[src/rtl/general_purpose_timer_regs_unit_macros.svh]
// Assertion helpers shared by the timer register block
`ifndef GENERAL_PURPOSE_TIMER_REGS_UNIT_MACROS_SVH
`define GENERAL_PURPOSE_TIMER_REGS_UNIT_MACROS_SVH

// expr holds at every clock edge out of reset
`define GPTR_ASSERT_ALWAYS(lbl, clk, rst_n, expr) \
    lbl: assert property (@(posedge clk) disable iff (!rst_n) (expr)) \
        else $error("%m: invariant violated");

// ante at one edge implies cons at the next edge
`define GPTR_ASSERT_NEXT(lbl, clk, rst_n, ante, cons) \
    lbl: assert property (@(posedge clk) disable iff (!rst_n) (ante) |=> (cons)) \
        else $error("%m: sequence violated");

`endif

[src/rtl/gptr_pkg.sv]
package gptr_pkg;

    localparam int COUNTER_WIDTH_DEF = 32;
    localparam int QUEUE_DEPTH = 2;

    localparam logic [1:0] ACT_READ  = 2'd0;
    localparam logic [1:0] ACT_WRITE = 2'd1;
    localparam logic [1:0] ACT_TICK  = 2'd2;
    localparam logic [1:0] ACT_NONE  = 2'd3;

    localparam logic [4:0] REG_ID        = 5'd0;
    localparam logic [4:0] REG_SYSCONFIG = 5'd4;
    localparam logic [4:0] REG_SYSSTATUS = 5'd5;
    localparam logic [4:0] REG_STATUS    = 5'd6;
    localparam logic [4:0] REG_IRQEN     = 5'd7;
    localparam logic [4:0] REG_WAKEUP    = 5'd8;
    localparam logic [4:0] REG_CONTROL   = 5'd9;
    localparam logic [4:0] REG_COUNTER   = 5'd10;
    localparam logic [4:0] REG_LOAD      = 5'd11;
    localparam logic [4:0] REG_TRIGGER   = 5'd12;
    localparam logic [4:0] REG_POSTED    = 5'd13;
    localparam logic [4:0] REG_MATCH     = 5'd14;
    localparam logic [4:0] REG_CAPTURE1  = 5'd15;
    localparam logic [4:0] REG_IFCTRL    = 5'd16;
    localparam logic [4:0] REG_CAPTURE2  = 5'd17;
    localparam logic [4:0] REG_FILT0     = 5'd18;
    localparam logic [4:0] REG_FILT1     = 5'd19;
    localparam logic [4:0] REG_FILT2     = 5'd20;
    localparam logic [4:0] REG_FILT3     = 5'd21;
    localparam logic [4:0] REG_FILT4     = 5'd22;

    localparam int CTL_ST  = 0;
    localparam int CTL_AR  = 1;
    localparam int CTL_PTV = 2;
    localparam int CTL_PRE = 5;
    localparam int CTL_CE  = 6;
    localparam int CTL_W   = 15;
    localparam logic [31:0] CTL_PINS = 32'h0000_7F80;

    localparam int SFT_BIT    = 1;
    localparam int POSTED_BIT = 2;
    localparam int FLAG_W     = 3;
    localparam int FLAG_MAT   = 0;
    localparam int FLAG_OVF   = 1;

    typedef enum logic [4:0] {
        OP_NOP,
        OP_RD_ONE,
        OP_RD_STATUS,
        OP_RD_IRQEN,
        OP_RD_CTRL,
        OP_RD_COUNT,
        OP_RD_LOAD,
        OP_RD_ONES,
        OP_RD_MATCH,
        OP_RD_POSTED,
        OP_SOFT_RESET,
        OP_WR_STATUS,
        OP_WR_IRQEN,
        OP_WR_CTRL,
        OP_WR_COUNT,
        OP_WR_LOAD,
        OP_TRIGGER,
        OP_WR_MATCH,
        OP_WR_IFCTRL,
        OP_TICK
    } op_t;

    typedef struct packed {
        op_t         op;
        logic [31:0] data;
        logic        bad;
    } req_t;

    typedef struct packed {
        logic [31:0] read_data;
        logic        irq;
        logic        bad_access;
    } res_t;

endpackage

[src/rtl/general_purpose_timer_regs_unit.sv]
// A request accepted into the command queue is executed by the back end and its result is
// registered into the result queue, from which it shows on the result ports; a full result
// queue stalls the back end, which otherwise takes one request per cycle when one is queued.
// Two-entry queues between front, back and result ports absorb stalls on either side.
// Reset (rst_n low, asynchronous): timer state cleared, posted bit set, queues emptied.
module general_purpose_timer_regs_unit #(
    parameter int COUNTER_WIDTH = gptr_pkg::COUNTER_WIDTH_DEF
) (
    input  logic        clk,
    input  logic        rst_n,
    input  logic        push,
    output logic        full,
    input  logic [1:0]  action,
    input  logic [4:0]  reg_index,
    input  logic [31:0] write_data,
    output logic        empty,
    input  logic        pop,
    output logic [31:0] read_data,
    output logic        irq,
    output logic        bad_access
);
    localparam int REQ_W = $bits(gptr_pkg::req_t);
    localparam int RES_W = $bits(gptr_pkg::res_t);

    gptr_pkg::req_t front_req;
    gptr_pkg::req_t cmd;
    logic           cmd_empty;
    logic           cmd_pop;
    gptr_pkg::res_t back_res;
    gptr_pkg::res_t out_res;
    logic           res_full;
    logic           res_push;

    gptr_front u_front (
        .action     (action),
        .reg_index  (reg_index),
        .write_data (write_data),
        .req        (front_req)
    );

    gptr_fifo #(
        .WIDTH (REQ_W),
        .DEPTH (gptr_pkg::QUEUE_DEPTH)
    ) u_cmd_q (
        .clk     (clk),
        .rst_n   (rst_n),
        .push    (push),
        .wr_data (front_req),
        .full    (full),
        .pop     (cmd_pop),
        .rd_data (cmd),
        .empty   (cmd_empty)
    );

    gptr_back #(
        .COUNTER_WIDTH (COUNTER_WIDTH)
    ) u_back (
        .clk       (clk),
        .rst_n     (rst_n),
        .cmd_empty (cmd_empty),
        .cmd       (cmd),
        .cmd_pop   (cmd_pop),
        .res_full  (res_full),
        .res_push  (res_push),
        .res       (back_res)
    );

    gptr_fifo #(
        .WIDTH (RES_W),
        .DEPTH (gptr_pkg::QUEUE_DEPTH)
    ) u_res_q (
        .clk     (clk),
        .rst_n   (rst_n),
        .push    (res_push),
        .wr_data (back_res),
        .full    (res_full),
        .pop     (pop),
        .rd_data (out_res),
        .empty   (empty)
    );

    assign read_data  = out_res.read_data;
    assign irq        = out_res.irq;
    assign bad_access = out_res.bad_access;

endmodule

[src/rtl/gptr_fifo.sv]
`include "general_purpose_timer_regs_unit_macros.svh"

module gptr_fifo #(
    parameter int WIDTH = 8,
    parameter int DEPTH = 2
) (
    input  logic             clk,
    input  logic             rst_n,
    input  logic             push,
    input  logic [WIDTH-1:0] wr_data,
    output logic             full,
    input  logic             pop,
    output logic [WIDTH-1:0] rd_data,
    output logic             empty
);
    localparam int PTR_W = (DEPTH > 1) ? $clog2(DEPTH) : 1;
    localparam int CNT_W = $clog2(DEPTH + 1);
    localparam logic [PTR_W-1:0] LAST = PTR_W'(DEPTH - 1);

    logic [WIDTH-1:0] mem_reg [DEPTH];
    logic [PTR_W-1:0] wr_ptr_reg, wr_ptr_next;
    logic [PTR_W-1:0] rd_ptr_reg, rd_ptr_next;
    logic [CNT_W-1:0] count_reg, count_next;
    logic             do_push, do_pop;

    assign full    = (count_reg == CNT_W'(DEPTH));
    assign empty   = (count_reg == '0);
    assign do_push = push && !full;
    assign do_pop  = pop && !empty;
    assign rd_data = mem_reg[rd_ptr_reg];

    always_comb
    begin
        wr_ptr_next = wr_ptr_reg;
        rd_ptr_next = rd_ptr_reg;
        count_next  = count_reg;
        if (do_push)
        begin
            wr_ptr_next = (wr_ptr_reg == LAST) ? '0 : wr_ptr_reg + 1'b1;
        end
        if (do_pop)
        begin
            rd_ptr_next = (rd_ptr_reg == LAST) ? '0 : rd_ptr_reg + 1'b1;
        end
        if (do_push && !do_pop)
        begin
            count_next = count_reg + 1'b1;
        end
        else if (do_pop && !do_push)
        begin
            count_next = count_reg - 1'b1;
        end
    end

    always_ff @(posedge clk or negedge rst_n)
    begin
        if (!rst_n)
        begin
            wr_ptr_reg <= '0;
            rd_ptr_reg <= '0;
            count_reg  <= '0;
        end
        else
        begin
            wr_ptr_reg <= wr_ptr_next;
            rd_ptr_reg <= rd_ptr_next;
            count_reg  <= count_next;
        end
    end

    always_ff @(posedge clk)
    begin
        if (do_push)
        begin
            mem_reg[wr_ptr_reg] <= wr_data;
        end
    end

    `GPTR_ASSERT_ALWAYS(a_count_bound, clk, rst_n, count_reg <= CNT_W'(DEPTH))
    `GPTR_ASSERT_NEXT(a_push_data, clk, rst_n, do_push && empty, rd_data == $past(wr_data))

endmodule

[src/rtl/gptr_front.sv]
module gptr_front (
    input  logic               [1:0]  action,
    input  logic               [4:0]  reg_index,
    input  logic               [31:0] write_data,
    output gptr_pkg::req_t            req
);
    always_comb
    begin
        req.op   = gptr_pkg::OP_NOP;
        req.data = write_data;
        req.bad  = 1'b0;
        unique case (action)
            gptr_pkg::ACT_READ:
            begin
                unique case (reg_index)
                    gptr_pkg::REG_ID, gptr_pkg::REG_POSTED, gptr_pkg::REG_CAPTURE1,
                    gptr_pkg::REG_CAPTURE2, gptr_pkg::REG_FILT0, gptr_pkg::REG_FILT1,
                    gptr_pkg::REG_FILT2, gptr_pkg::REG_FILT3, gptr_pkg::REG_FILT4:
                        req.op = gptr_pkg::OP_NOP;
                    gptr_pkg::REG_SYSSTATUS: req.op = gptr_pkg::OP_RD_ONE;
                    gptr_pkg::REG_STATUS:    req.op = gptr_pkg::OP_RD_STATUS;
                    gptr_pkg::REG_IRQEN:     req.op = gptr_pkg::OP_RD_IRQEN;
                    gptr_pkg::REG_CONTROL:   req.op = gptr_pkg::OP_RD_CTRL;
                    gptr_pkg::REG_COUNTER:   req.op = gptr_pkg::OP_RD_COUNT;
                    gptr_pkg::REG_LOAD:      req.op = gptr_pkg::OP_RD_LOAD;
                    gptr_pkg::REG_TRIGGER:   req.op = gptr_pkg::OP_RD_ONES;
                    gptr_pkg::REG_MATCH:     req.op = gptr_pkg::OP_RD_MATCH;
                    gptr_pkg::REG_IFCTRL:    req.op = gptr_pkg::OP_RD_POSTED;
                    default:                 req.bad = 1'b1;
                endcase
            end
            gptr_pkg::ACT_WRITE:
            begin
                unique case (reg_index)
                    gptr_pkg::REG_ID, gptr_pkg::REG_SYSSTATUS, gptr_pkg::REG_WAKEUP,
                    gptr_pkg::REG_POSTED, gptr_pkg::REG_CAPTURE1, gptr_pkg::REG_CAPTURE2:
                        req.op = gptr_pkg::OP_NOP;
                    gptr_pkg::REG_SYSCONFIG:
                        req.op = write_data[gptr_pkg::SFT_BIT] ? gptr_pkg::OP_SOFT_RESET
                                                               : gptr_pkg::OP_NOP;
                    gptr_pkg::REG_STATUS:  req.op = gptr_pkg::OP_WR_STATUS;
                    gptr_pkg::REG_IRQEN:   req.op = gptr_pkg::OP_WR_IRQEN;
                    gptr_pkg::REG_CONTROL:
                    begin
                        if ((write_data & gptr_pkg::CTL_PINS) != '0)
                        begin
                            req.bad = 1'b1;
                        end
                        else
                        begin
                            req.op = gptr_pkg::OP_WR_CTRL;
                        end
                    end
                    gptr_pkg::REG_COUNTER: req.op = gptr_pkg::OP_WR_COUNT;
                    gptr_pkg::REG_LOAD:    req.op = gptr_pkg::OP_WR_LOAD;
                    gptr_pkg::REG_TRIGGER: req.op = gptr_pkg::OP_TRIGGER;
                    gptr_pkg::REG_MATCH:   req.op = gptr_pkg::OP_WR_MATCH;
                    gptr_pkg::REG_IFCTRL:  req.op = gptr_pkg::OP_WR_IFCTRL;
                    gptr_pkg::REG_FILT0, gptr_pkg::REG_FILT1, gptr_pkg::REG_FILT2,
                    gptr_pkg::REG_FILT3, gptr_pkg::REG_FILT4:
                        req.bad = (write_data != '0);
                    default:               req.bad = 1'b1;
                endcase
            end
            gptr_pkg::ACT_TICK: req.op = gptr_pkg::OP_TICK;
            gptr_pkg::ACT_NONE: req.op = gptr_pkg::OP_NOP;
        endcase
    end

endmodule

[src/rtl/gptr_back.sv]
`include "general_purpose_timer_regs_unit_macros.svh"

module gptr_back #(
    parameter int COUNTER_WIDTH = gptr_pkg::COUNTER_WIDTH_DEF
) (
    input  logic           clk,
    input  logic           rst_n,
    input  logic           cmd_empty,
    input  gptr_pkg::req_t cmd,
    output logic           cmd_pop,
    input  logic           res_full,
    output logic           res_push,
    output gptr_pkg::res_t res
);
    localparam int FW = gptr_pkg::FLAG_W;
    localparam int CW = gptr_pkg::CTL_W;

    logic [FW-1:0]            flags_reg, flags_next;
    logic [FW-1:0]            irqen_reg, irqen_next;
    logic [CW-1:0]            ctrl_reg, ctrl_next;
    logic [31:0]              load_reg, load_next;
    logic [31:0]              match_reg, match_next;
    logic                     posted_reg, posted_next;
    logic [COUNTER_WIDTH-1:0] count_reg, count_next;
    logic [7:0]               phase_reg, phase_next;
    logic                     running_reg, running_next;
    logic                     osd_reg, osd_next;

    logic                     fire;
    logic [CW-1:0]            nc;
    logic [8:0]               period;
    logic [8:0]               phase_inc;
    logic [COUNTER_WIDTH-1:0] count_inc;
    logic                     same_period;

    assign fire     = !cmd_empty && !res_full;
    assign cmd_pop  = fire;
    assign res_push = fire;

    assign nc        = cmd.data[CW-1:0];
    assign period    = ctrl_reg[gptr_pkg::CTL_PRE]
                     ? (9'd1 << ({1'b0, ctrl_reg[gptr_pkg::CTL_PTV +: 3]} + 4'd1)) : 9'd1;
    assign phase_inc = {1'b0, phase_reg} + 9'd1;
    assign count_inc = count_reg + 1'b1;
    assign same_period = (nc[gptr_pkg::CTL_PRE] == ctrl_reg[gptr_pkg::CTL_PRE])
                      && (!nc[gptr_pkg::CTL_PRE]
                          || nc[gptr_pkg::CTL_PTV +: 3] == ctrl_reg[gptr_pkg::CTL_PTV +: 3]);

    always_comb
    begin
        flags_next   = flags_reg;
        irqen_next   = irqen_reg;
        ctrl_next    = ctrl_reg;
        load_next    = load_reg;
        match_next   = match_reg;
        posted_next  = posted_reg;
        count_next   = count_reg;
        phase_next   = phase_reg;
        running_next = running_reg;
        osd_next     = osd_reg;
        res.read_data = '0;
        res.bad_access = cmd.bad;
        if (fire)
        begin
            unique case (cmd.op)
                gptr_pkg::OP_NOP:       res.read_data = '0;
                gptr_pkg::OP_RD_ONE:    res.read_data = 32'd1;
                gptr_pkg::OP_RD_STATUS: res.read_data = 32'(flags_reg);
                gptr_pkg::OP_RD_IRQEN:  res.read_data = 32'(irqen_reg);
                gptr_pkg::OP_RD_CTRL:   res.read_data = 32'(ctrl_reg);
                gptr_pkg::OP_RD_COUNT:  res.read_data = 32'(count_reg);
                gptr_pkg::OP_RD_LOAD:   res.read_data = load_reg;
                gptr_pkg::OP_RD_ONES:   res.read_data = '1;
                gptr_pkg::OP_RD_MATCH:  res.read_data = match_reg;
                gptr_pkg::OP_RD_POSTED: res.read_data = 32'(posted_reg) << gptr_pkg::POSTED_BIT;
                gptr_pkg::OP_SOFT_RESET, gptr_pkg::OP_WR_IFCTRL:
                begin
                    if (cmd.op == gptr_pkg::OP_SOFT_RESET || cmd.data[gptr_pkg::SFT_BIT])
                    begin
                        flags_next   = '0;
                        irqen_next   = '0;
                        ctrl_next    = '0;
                        load_next    = '0;
                        match_next   = '0;
                        count_next   = '0;
                        phase_next   = '0;
                        running_next = 1'b0;
                        osd_next     = 1'b0;
                    end
                    posted_next = (cmd.op == gptr_pkg::OP_SOFT_RESET)
                                || cmd.data[gptr_pkg::POSTED_BIT];
                end
                gptr_pkg::OP_WR_STATUS: flags_next = flags_reg & ~cmd.data[FW-1:0];
                gptr_pkg::OP_WR_IRQEN:  irqen_next = cmd.data[FW-1:0];
                gptr_pkg::OP_WR_CTRL:
                begin
                    ctrl_next = nc;
                    if (!same_period)
                    begin
                        phase_next = '0;
                    end
                    if (!nc[gptr_pkg::CTL_ST])
                    begin
                        running_next = 1'b0;
                        osd_next     = 1'b0;
                    end
                    else if (!running_reg && !osd_reg)
                    begin
                        running_next = 1'b1;
                        phase_next   = '0;
                    end
                end
                gptr_pkg::OP_WR_COUNT, gptr_pkg::OP_TRIGGER:
                begin
                    count_next   = (cmd.op == gptr_pkg::OP_TRIGGER)
                                 ? load_reg[COUNTER_WIDTH-1:0] : cmd.data[COUNTER_WIDTH-1:0];
                    phase_next   = '0;
                    osd_next     = 1'b0;
                    running_next = ctrl_reg[gptr_pkg::CTL_ST];
                end
                gptr_pkg::OP_WR_LOAD:   load_next  = cmd.data;
                gptr_pkg::OP_WR_MATCH:  match_next = cmd.data;
                gptr_pkg::OP_TICK:
                begin
                    if (running_reg)
                    begin
                        if (phase_inc < period)
                        begin
                            phase_next = phase_inc[7:0];
                        end
                        else
                        begin
                            phase_next = '0;
                            if (count_reg == '1)
                            begin
                                flags_next[gptr_pkg::FLAG_OVF] = 1'b1;
                                if (ctrl_reg[gptr_pkg::CTL_AR])
                                begin
                                    count_next = load_reg[COUNTER_WIDTH-1:0];
                                    osd_next   = 1'b0;
                                end
                                else
                                begin
                                    count_next   = '0;
                                    running_next = 1'b0;
                                    osd_next     = 1'b1;
                                end
                            end
                            else
                            begin
                                count_next = count_inc;
                                if (ctrl_reg[gptr_pkg::CTL_CE] && 32'(count_inc) == match_reg)
                                begin
                                    flags_next[gptr_pkg::FLAG_MAT] = 1'b1;
                                end
                            end
                        end
                    end
                end
                default: res.read_data = '0;
            endcase
        end
        res.irq = (flags_next & irqen_next) != '0;
    end

    always_ff @(posedge clk or negedge rst_n)
    begin
        if (!rst_n)
        begin
            flags_reg   <= '0;
            irqen_reg   <= '0;
            ctrl_reg    <= '0;
            load_reg    <= '0;
            match_reg   <= '0;
            posted_reg  <= 1'b1;
            count_reg   <= '0;
            phase_reg   <= '0;
            running_reg <= 1'b0;
            osd_reg     <= 1'b0;
        end
        else
        begin
            flags_reg   <= flags_next;
            irqen_reg   <= irqen_next;
            ctrl_reg    <= ctrl_next;
            load_reg    <= load_next;
            match_reg   <= match_next;
            posted_reg  <= posted_next;
            count_reg   <= count_next;
            phase_reg   <= phase_next;
            running_reg <= running_next;
            osd_reg     <= osd_next;
        end
    end

    `GPTR_ASSERT_ALWAYS(a_done_stopped, clk, rst_n, !(osd_reg && running_reg))
    `GPTR_ASSERT_NEXT(a_idle_tick, clk, rst_n,
        fire && cmd.op == gptr_pkg::OP_TICK && !running_reg,
        $stable(count_reg) && $stable(phase_reg))

endmodule
[config.mk]
export PLATFORM = sky130hd
export DESIGN_NAME = general_purpose_timer_regs_unit
export DESIGN_NICKNAME = d
export VERILOG_FILES = /design/src/rtl/gptr_pkg.sv /design/src/rtl/general_purpose_timer_regs_unit.sv /design/src/rtl/gptr_fifo.sv /design/src/rtl/gptr_front.sv /design/src/rtl/gptr_back.sv
export VERILOG_INCLUDE_DIRS = /design/src /design/src/rtl
export SDC_FILE = /design/constraint.sdc
export NUM_CORES = 1
export LEC_CHECK = 0
export ABC_CLOCK_PERIOD_IN_PS = 8430
export BUFFER_PORTS_ARGS = -buffer_cell sky130_fd_sc_hd__buf_2
export CORE_MARGIN = 5
export CORE_UTILIZATION = 65
export CTS_CLUSTER_SIZE = 24
export DETAILED_ROUTE_END_ITERATION = 7
export PLACE_DENSITY_LB_ADDON = 0.15
export SYNTH_ARGS = -nofsm -noshare
export SYNTH_HDL_FRONTEND = slang
export SYNTH_SLANG_ARGS = --single-unit
[constraint.sdc]
create_clock -name clk -period 8.43 [get_ports clk]
set_input_delay 1.686 -clock clk [delete_from_list [all_inputs] [get_ports clk]]
set_output_delay 1.686 -clock clk [all_outputs]
set_load 0.02 [all_outputs]
# Word level (Yosys, flattened, before mapping)
# Memories as Yosys holds them, arrays and structs flattened.
# Index checks and enable logic that the tools add are counted.
[op_classes] add_sub_neg=11 n_lt_le_gt_ge=1 eq_ne=53 n_shift=1 mux=68 bitwise=3 n_reduce_logical=53
[ops] op="one-hot mux 32 bit (9 select lines)" count=1
[ops] op="2-to-1 mux 32 bit" count=7
[ops] op="one-hot mux 32 bit (2 select lines)" count=2
[ops] op="one-hot mux 32 bit (3 select lines)" count=1
[ops] op="equality test 5 x 4 -> 1 bit, second input constant" count=16
[ops] op="nonzero test 32 bit" count=2
[ops] op="equality test 5 bit, second input constant" count=11
[ops] op="2-to-1 mux 8 bit" count=6
[ops] op="one-hot mux 5 bit (9 select lines)" count=1
[ops] op="equality test 5 x 3 -> 1 bit, second input constant" count=8
[ops] op="one-hot mux 4 bit (9 select lines)" count=1
[ops] op="adder 32 x 1 -> 32 bit, second input constant" count=1
[ops] op="equality test 32 bit" count=1
[ops] op="equality test 32 bit, second input constant" count=1
[ops] op="one-hot mux 8 bit (4 select lines)" count=1
[ops] op="one-hot mux 15 bit (2 select lines)" count=1
[ops] op="2-to-1 mux 1 bit" count=25
[ops] op="one-hot mux 5 bit (4 select lines)" count=1
[ops] op="OR reduction 18 bit" count=1
[ops] op="2-to-1 mux 15 bit" count=1
[ops] op="OR reduction 14 bit" count=1
[ops] op="logical AND 1 bit" count=12
[ops] op="2-to-1 mux 2 bit" count=6
[ops] op="2-to-1 mux 3 bit" count=4
[ops] op="39 further kinds" count=78
[totals] regBits=136 ram_bits=144 in_bits=43 output_inout_bits=36 elab_cells=208 mem_count=2
[mem_list] name="u_cmd_q.mem_reg" words=2 word_bits=38 read_ports=1 rd_ports_with_merged_regs=0 write_ports=1 line="gptr_fifo.sv:20" source="logic [WIDTH-1:0] mem_reg [DEPTH];"
[mem_list] name="u_res_q.mem_reg" words=2 word_bits=34 read_ports=1 rd_ports_with_merged_regs=0 write_ports=1 line="gptr_fifo.sv:20"

# Longest topological paths before layout
# Gate-level depths: netlist of the first run.
[logic_depth] ltp_word=11 mapped_depth=14 mapped_depth_nobuf=12

# Cells and area by module
# From an unflattened synthesis of the first run, not the netlist that was laid out.
[unflattened] cells_unflattened=1541 area_unflattened_um2=15643.8
[by_module_without_submodules] mod="gptr_back" n_inst=1 cells_per_inst=1165 area_each_um2=9041.2 seq_area_each_um2=3204.3
[by_module_without_submodules] mod="gptr_fifo (u_cmd_q)" n_inst=1 cells_per_inst=137 area_each_um2=2985.4 seq_area_each_um2=2382.3
[by_module_without_submodules] mod="gptr_fifo (u_res_q)" n_inst=1 cells_per_inst=125 area_each_um2=2801.4 seq_area_each_um2=2142.1
[by_module_without_submodules] mod="gptr_front" n_inst=1 cells_per_inst=114 area_each_um2=815.8 seq_area_each_um2=0.0

# Worst setup path before layout of the first run
# OpenSTA, ideal clock, no wires.
[synth_timing] path_type="input to register" from="input port push" to="memory u_cmd_q.mem_reg[0][0] (netlist name), enable pin" setup_time_ps=433 arrival_time_ps=3377 t_required_ps=7997 setup_slack_ps=4620 path_stages=2 path_buffers=0 cell_sequence="nand2_1 -> nor2_1"
[synth_via] elab_chain_cells=3
[synth_rtl] element="start: declaration" line="general_purpose_timer_regs_unit.sv:11" source="input logic push,"
[synth_rtl] element="logical AND 1 bit" line="gptr_fifo.sv:28" source="assign do_push = push && !full;"
[synth_rtl] element="2-to-1 mux 1 bit" line="gptr_fifo.sv:73" source="if (do_push)"
[synth_rtl] element="2-to-1 mux 1 bit (not written as such)" line="gptr_fifo.sv:75" source="mem_reg[wr_ptr_reg] <= wr_data;"
[synth_rtl] element="end: declaration" line="gptr_fifo.sv:20"
# Every way passes these cells.

# Final worst setup path of the first run
[layout_timing] from="register u_back.count_reg[0]" to="register u_back.osd_reg"
[layout_via] elab_chain_cells=3
[layout_rtl] element="start: declaration" line="gptr_back.sv:24" source="logic [COUNTER_WIDTH-1:0] count_reg, count_next;"
[layout_rtl] element="start signal: assignment" line="gptr_back.sv:189" source="count_reg <= count_next;"
[layout_rtl] element="equality test 32 bit" line="gptr_back.sv:134" source="if (count_reg == '1)"
[layout_rtl] element="!= test 2 x 1 -> 1 bit (no line)"
[layout_rtl] element="AND reduction 7 bit (no line)"
[layout_rtl] element="end signal: assignment" line="gptr_back.sv:192" source="osd_reg <= osd_next;"
[layout_rtl] element="end: declaration" line="gptr_back.sv:27" source="logic osd_reg, osd_next;"
# Every way passes these cells.
# A chain may end at the register's enable or synchronous reset.

==> impl_metrics.csv, run 1 <==
group,metric,value,unit
global_route,globalRouteMet3Util,0.0722,
worst_setup_path,r2r_start,"u_back.count_reg[0]",
yosys,synthFlopType,"sky130_fd_sc_hd__edfxtp_1",
yosys,netlist.area_leader.share,0.296,
routing,route.vias.total,11811,
routing,avgViaCountPerCell,6.87,
yosys,synth-edff-count,144,
routing,detail_route.wl_per_cell,23.6,um
yosys,syn_avg_cell_area,10.6,sq um
die,start_util,0.665,
global_route,overflow,0,
place,hpwl,27.0,mm
yosys,netlist_instances,1385,
yosys,synth_compound_area_frac,0.184,
clock_network,clockRootBuffer,"sky130_fd_sc_hd__clkbuf_16",
clock_network,cts_max_path_buffers,3,
timing,max_slew.worst_pin.slew,1220,ps
timing,finalHoldViolations,0,
routing,first_pass_iters,8,
place,placement.io_buffers,78,
worst_setup_path,timing.critical_path.slowest_stage_cell,"sky130_fd_sc_hd__nand2_1",
global_route,met2_layer_usage_reported_by_global_route,0.463,
clock_network,cts_setup_buffers,0,
clock_network,post_cts_resized,0,
yosys,synth_top_family_by_area,"compound AO/OA/AOI/OAI gates",
yosys,top_post_synthesis_cells_by_area,"sky130_fd_sc_hd__edfxtp_1 30%, sky130_fd_sc_hd__dfrtp_1 23%, sky130_fd_sc_hd__nand2_1 4.9%",
global_route,vias_in_the_first_global_route,11292,
yosys,post_synth_num_cell_types,87,
clock_network,cts_tree,"done",
timing,rsz0062_at_grt,"false",
yosys,post_synth_instance_area,14600,sq um
worst_setup_path,worstSetupPathType,"flip-flop to flip-flop",
clock_network,numCtsBuffers,28,
worst_setup_path,worstReg2RegEnd,"u_back.osd_reg",
layout,final_layout_size_suffix_gt1_frac,0.156,
run,drv.max_cap_violation_count,0,
worst_setup_path,cp_max_fo,22,
yosys,synth.largest_area_cell,"sky130_fd_sc_hd__edfxtp_1",
routing,drtAntennaViolNets,0,
worst_setup_path,critical-path-top-cell-by-count,"sky130_fd_sc_hd__nand2_1",
routing,drt_iter0_markers,1522,
global_route,grt_util_met1,0.461,
worst_setup_path,cp_data_arrival_time,5080,ps
timing,fin_ws,3790,ps
timing,max_clock_freq,215,MHz
die,placementRows,54,
layout,largest_register_ff_count,76,
layout,relative_area_change_from_synthesis_to_final_layout,10.1,%
yosys,synth.mux.area_fraction,0.0617,
timing,finalSetupViolCount,0,
yosys,synth-xor-area-share,0.0381,
global_route,gr-max-usage-layer,"met2",
layout,layout_common_cells,"190 x sky130_fd_sc_hd__nand2_1, 144 x sky130_fd_sc_hd__edfxtp_1, 134 x sky130_fd_sc_hd__dfrtp_1",
routing,route.final.wire_length,40.5,mm
layout,nets,1472,
clock_network,cts_hold_repair.buffers,0,
die,die-width,160,um
power_and_ir_drop,cellPowerDensity,344,nW/um^2
die,chipHeight,160,um
worst_setup_path,worst_path_max_stage_delay,950,ps
power_and_ir_drop,total_leakage_power,6.06,nW
timing,fin_tns_setup,0,ps
layout,num_antenna_cells,0,
timing,period_share,0.551,
yosys,synth_simple_gate_area_frac,0.144,
clock_network,cts.sinks,280,
yosys,synth_async_reset_ratio,0.486,
layout,mostFrequentLayoutCell,"sky130_fd_sc_hd__nand2_1",
die,overall_die_area,25600,sq um
worst_hold_path,worst_hold_path_type,"flip-flop to flip-flop",
timing,worst_slew_margin,0.188,
timing,final_max_slew_violation_count,0,
worst_hold_path,hold-path-cell-count,2,
timing,min_period,4640,ps
worst_setup_path,critical_path.cell_chain,"ha_1, nand3_4, or3_1, nor2_1, nand4_1, nand2_1, nand2_1, nor3_1, mux2_2",
clock_network,worstSkewPairLatency,560,ps
timing,clock-skew-final,26.3,ps
power_and_ir_drop,power.ir.vdd_worst,211,uV
run_status,outcome,"completed",
worst_setup_path,startpoint,"u_back.count_reg[0]",
yosys,yosys_register_bits,280,
global_route,grt_max_degree,89,
global_route,grt_first_pass_wirelength,63.3,mm
place,globalplace.congestion,1.05,
worst_setup_path,worstSetupStartpointType,"flip-flop",
routing,dr_drc_count,0,
yosys,synth-warning-count,0,
worst_setup_path,critPathRequiredTime,8870,ps
die,floorplan.core_area,22000,sq um
yosys,syn-num-nets,1440,
place,placement.setup.worst_slack,3990,ps
clock_network,htree_levels,1,
worst_setup_path,worst-r2r-setup-slack,3790,ps
worst_setup_path,critPathCapture,"u_back.osd_reg",
yosys,synth_sequential_area_ratio,0.529,
global_route,antenna_found_initial,0,
die,count_of_boundary_i_o_pins,79,
worst_hold_path,hold_path_startpoint,"u_back.ctrl_reg[13]",
yosys,post_synthesis_adder_cell_area_fraction,0.0103,
clock_network,clkSlewWorstSetupHoldPaths,70,ps
worst_setup_path,timing.critical_path.to_type,"flip-flop",
global_route,grt_usage,0.310,
worst_setup_path,reg2regPathDepth,9,
worst min-delay path by stage:
stage / end
after detailed placement: u_back.ctrl_reg[13]
after CTS: u_back.ctrl_reg[7]
after floorplan: u_back.ctrl_reg[10]
after global routing: u_back.ctrl_reg[13]
final: u_back.ctrl_reg[13]
after global placement: u_back.ctrl_reg[9]
power breakdown:
group	total, mW	internal (mW)	switching [mW]	leakage (nW)
sequential	2.30	1.93	0.364	3.20
clock	1.25	0.728	0.520	0.445
combinational	2.00	0.696	1.30	2.42
critical path: cells and delay by family (launching register included):
family	cells	cell delay, ps
DFF	1	490
muxes	1	350
adders and majority gates	1	420
and+or+nand+nor	7	3250
cell usage after synthesis, types with 17 or more instances:
master / number
sky130_fd_sc_hd__clkbuf_1: 64
sky130_fd_sc_hd__a31oi_1: 42
sky130_fd_sc_hd__xor2_1: 19
sky130_fd_sc_hd__edfxtp_1: 144
sky130_fd_sc_hd__nand2_1: 190
sky130_fd_sc_hd__nor4_1: 17
sky130_fd_sc_hd__buf_2: 20
sky130_fd_sc_hd__inv_1: 18
sky130_fd_sc_hd__nor2_1: 66
sky130_fd_sc_hd__nand3_1: 32
sky130_fd_sc_hd__o21ai_0: 124
sky130_fd_sc_hd__nor3_1: 20
sky130_fd_sc_hd__dfrtp_1: 135
sky130_fd_sc_hd__xnor2_1: 42
sky130_fd_sc_hd__a21oi_1: 58
sky130_fd_sc_hd__mux2_2: 49
sky130_fd_sc_hd__mux2i_1: 35
sky130_fd_sc_hd__a22oi_1: 25
cell families after synthesis:
family                     after synthesis
AOI/OAI and AO/OA                      402
DFF                                    280
xor gates and xnor gates                62
and+or+nand+nor                        432
muxes                                   84
buffers and inverters                  113
adders and majority gates               12
metal layers:
metal,vias to the layer above,wire length [um]
li1,5297,-
met3,80,5180
met2,754,17500
met1,5680,16800
met4,0,1000
met5,-,0
final cells by class:
type | instances | area [sq um]
Clock buffer | 39 | 803
Clock inverter | 12 | 130
Fill cell | 1558 | 5860
Inverter | 19 | 71.3
Multi-Input combinational cell | 992 | 6480
Sequential cell | 280 | 7730
Tap cell | 280 | 350
Timing Repair Buffer | 96 | 532
through the flow:
step | std cells | cell area [sq um] | total power, mW | util | hold slack [ps]
after global routing | 1718 | 16100 | 5.80 | 0.733 | 534
after floorplan | 1385 | 14600 | 3.59 | - | 450
after CTS | 1718 | 16100 | 5.50 | 0.733 | 496
after detailed placement | 1667 | 15200 | 4.25 | 0.690 | 482
after global placement | 1667 | 15200 | 4.20 | 0.690 | 465
final | 1718 | 16100 | 5.54 | 0.733 | 496
No activity file was read; power rests on OpenSTA's default activity.
==> inputs of run 2 (changes only) <==
--- a/config.mk
+++ b/config.mk
@@ -6,10 +6,10 @@
 export SDC_FILE = /design/constraint.sdc
 export NUM_CORES = 1
 export LEC_CHECK = 0
-export ABC_CLOCK_PERIOD_IN_PS = 8430
+export ABC_CLOCK_PERIOD_IN_PS = 4140
 export BUFFER_PORTS_ARGS = -buffer_cell sky130_fd_sc_hd__buf_2
 export CORE_MARGIN = 5
-export CORE_UTILIZATION = 65
+export CORE_UTILIZATION = 56
 export CTS_CLUSTER_SIZE = 24
 export DETAILED_ROUTE_END_ITERATION = 7
 export PLACE_DENSITY_LB_ADDON = 0.15
==> constraint.sdc (replaced) <==
create_clock -name clk -period 4.14 [get_ports clk]
set_input_delay 0.828 -clock clk [delete_from_list [all_inputs] [get_ports clk]]
set_output_delay 0.828 -clock clk [all_outputs]
set_load 0.02 [all_outputs]
==> run 2 against run 1 <==
  * Die area increased by 15%
  * Clock power increased by 120%
  * Flip-flop and latch count unchanged
==> impl_metrics.csv, run 2 (synthesis gave the netlist of run 1 again) <==
group,metric,value,unit
layout,nets,1485,
clock_network,cts_tree,"done",
run,drv.max_cap_violation_count,0,
timing,period_share,0.888,
clock_network,clockRootBuffer,"sky130_fd_sc_hd__clkbuf_16",
layout,final_layout_size_suffix_gt1_frac,0.164,
layout,layout_common_cells,"190 x sky130_fd_sc_hd__nand2_1, 144 x sky130_fd_sc_hd__edfxtp_1, 134 x sky130_fd_sc_hd__dfrtp_1",
worst_setup_path,critPathRequiredTime,4550,ps
routing,route.final.wire_length,41.2,mm
layout,fillers,2116,
worst_setup_path,cp_max_fo,6,
clock_network,clkSlewWorstSetupHoldPaths,60,ps
worst_setup_path,cp_data_arrival_time,4090,ps
place,hpwl,28.0,mm
routing,dr_drc_count,0,
layout,relative_area_change_from_synthesis_to_final_layout,11.8,%
global_route,overflow,0,
layout,num_antenna_cells,0,
clock_network,post_cts_resized,0,
global_route,grt_max_degree,84,
worst_hold_path,worst_hold_path_type,"primary input to async pin",
global_route,grt_usage,0.277,
die,floorplan.core_area,25900,sq um
timing,max_clock_freq,272,MHz
layout,multi_input_logic_area,6480,sq um
layout,largest_register_ff_count,76,
die,die-width,172,um
place,globalplace.congestion,0.995,
clock_network,htree_levels,1,
timing,fin_tns_setup,0,ps
clock_network,numCtsBuffers,29,
die,start_util,0.564,
routing,route.vias.total,11707,
power_and_ir_drop,cellPowerDensity,701,nW/um^2
timing,clock-skew-final,19.5,ps
routing,detail_route.wl_per_cell,23.0,um
timing,finalSetupViolCount,0,
clock_network,cts.sinks,280,
routing,drt_iter0_markers,1290,
global_route,vias_in_the_first_global_route,11115,
run_status,outcome,"completed",
power_and_ir_drop,totalPowerFinal,11.5,mW
worst_setup_path,worst-r2r-setup-slack,460,ps
die,placementRows,59,
worst_setup_path,worstSetupStartpointType,"flip-flop",
clock_network,cts_hold_repair.buffers,0,
die,count_of_boundary_i_o_pins,79,
power_and_ir_drop,power.ir.vdd_worst,569,uV
routing,drtAntennaViolNets,0,
worst_setup_path,worstSetupPathType,"flip-flop to flip-flop",
timing,finalHoldViolations,0,
timing,rsz0062_at_grt,"false",
power_and_ir_drop,total_leakage_power,6.17,nW
layout,regArea,7730,sq um
worst_setup_path,timing.critical_path.to_type,"flip-flop",
die,overall_die_area,29400,sq um
clock_network,worstSkewPairLatency,560,ps
timing,min_period,3680,ps
clock_network,cts_setup_buffers,0,
layout,mostFrequentLayoutCell,"sky130_fd_sc_hd__nand2_1",
timing,final_max_slew_violation_count,0,
clock_network,cts_max_path_buffers,3,
routing,first_pass_iters,5,
routing,avgViaCountPerCell,6.55,
global_route,antenna_found_initial,0,
die,chipHeight,172,um
timing,max_slew.worst_pin.slew,1090,ps
place,placement.io_buffers,78,
global_route,grt_first_pass_wirelength,63.8,mm
timing,worst_slew_margin,0.271,
-- run 2: changes by cell type in the layout (fill, tap and decap cells not counted), moves of 2 or more --
cell	previous run	this run
sky130_fd_sc_hd__buf_4	18	28
sky130_fd_sc_hd__clkinv_1	2	6
sky130_fd_sc_hd__bufinv_16	2	5
sky130_fd_sc_hd__clkbuf_8	4	1
sky130_fd_sc_hd__clkinv_2	2	5
sky130_fd_sc_hd__buf_12	0	2
sky130_fd_sc_hd__clkbuf_1	6	4
-- run 2: power by group --
group          internal (mW)  leakage [nW]  switching (mW)
clock                   1.61         0.476            1.10
combinational           1.44          2.49            2.57
sequential              3.94          3.20           0.790
total                   6.99          6.17            4.46
-- run 2: metrics by stage --
stage	cells	cell area, sq um	setup slack, ps	hold WS (ps)	util
finish	1788	16300	463	326	0.630
global route	1788	16300	301	389	0.630
CTS	1788	16300	516	358	0.630
detailed placement	1734	15300	527	468	0.592
global placement	1734	15300	609	464	0.592
floorplan	1385	14600	889	450	-
-- run 2: layer usage --
metal,GRT usage,up-vias,routed length (um)
li1,-,5333,-
met1,0.425,5679,18000
met2,0.407,623,17900
met3,0.0607,72,4520
met4,0.0651,0,813
met5,0,-,0
-- run 2: critical path, cell delays in order, from the launching register on --
cell and delay [ps]:
sky130_fd_sc_hd__dfrtp_1 430, sky130_fd_sc_hd__ha_1 250, sky130_fd_sc_hd__and3_1 230, sky130_fd_sc_hd__nand3_1 130, sky130_fd_sc_hd__xnor2_1 150, sky130_fd_sc_hd__ha_1 300, sky130_fd_sc_hd__nand4_1 80, sky130_fd_sc_hd__o311ai_1 340
sky130_fd_sc_hd__o211ai_1 290, sky130_fd_sc_hd__or4_1 590, sky130_fd_sc_hd__a2111oi_2 350, sky130_fd_sc_hd__a31o_2 260, sky130_fd_sc_hd__a21bo_1 140
-- run 2: final timing paths --
check                                              end  depth (start not counted)                start
min in group clk                u_cmd_q.mem_reg[0][12]                          1       write_data[11]
worst max-delay path             u_res_q.mem_reg[0][1]                         12  u_back.phase_reg[0]
worst min-delay path                u_cmd_q.wr_ptr_reg                          1                rst_n
worst min register to register      u_res_q.rd_ptr_reg                          1   u_res_q.rd_ptr_reg
worst max register to register   u_res_q.mem_reg[0][1]                         12  u_back.phase_reg[0]
max in group asynchronous         u_back.count_reg[25]                          2                rst_n
-- run 2: cell type report --
type	instances	share of cell area
Multi-Input combinational cell	992	0.397
Clock inverter	20	0.0143
Sequential cell	280	0.473
Inverter	19	0.00437
Tap cell	335	0.0257
Timing Repair Buffer	108	0.0396
Clock buffer	34	0.0462
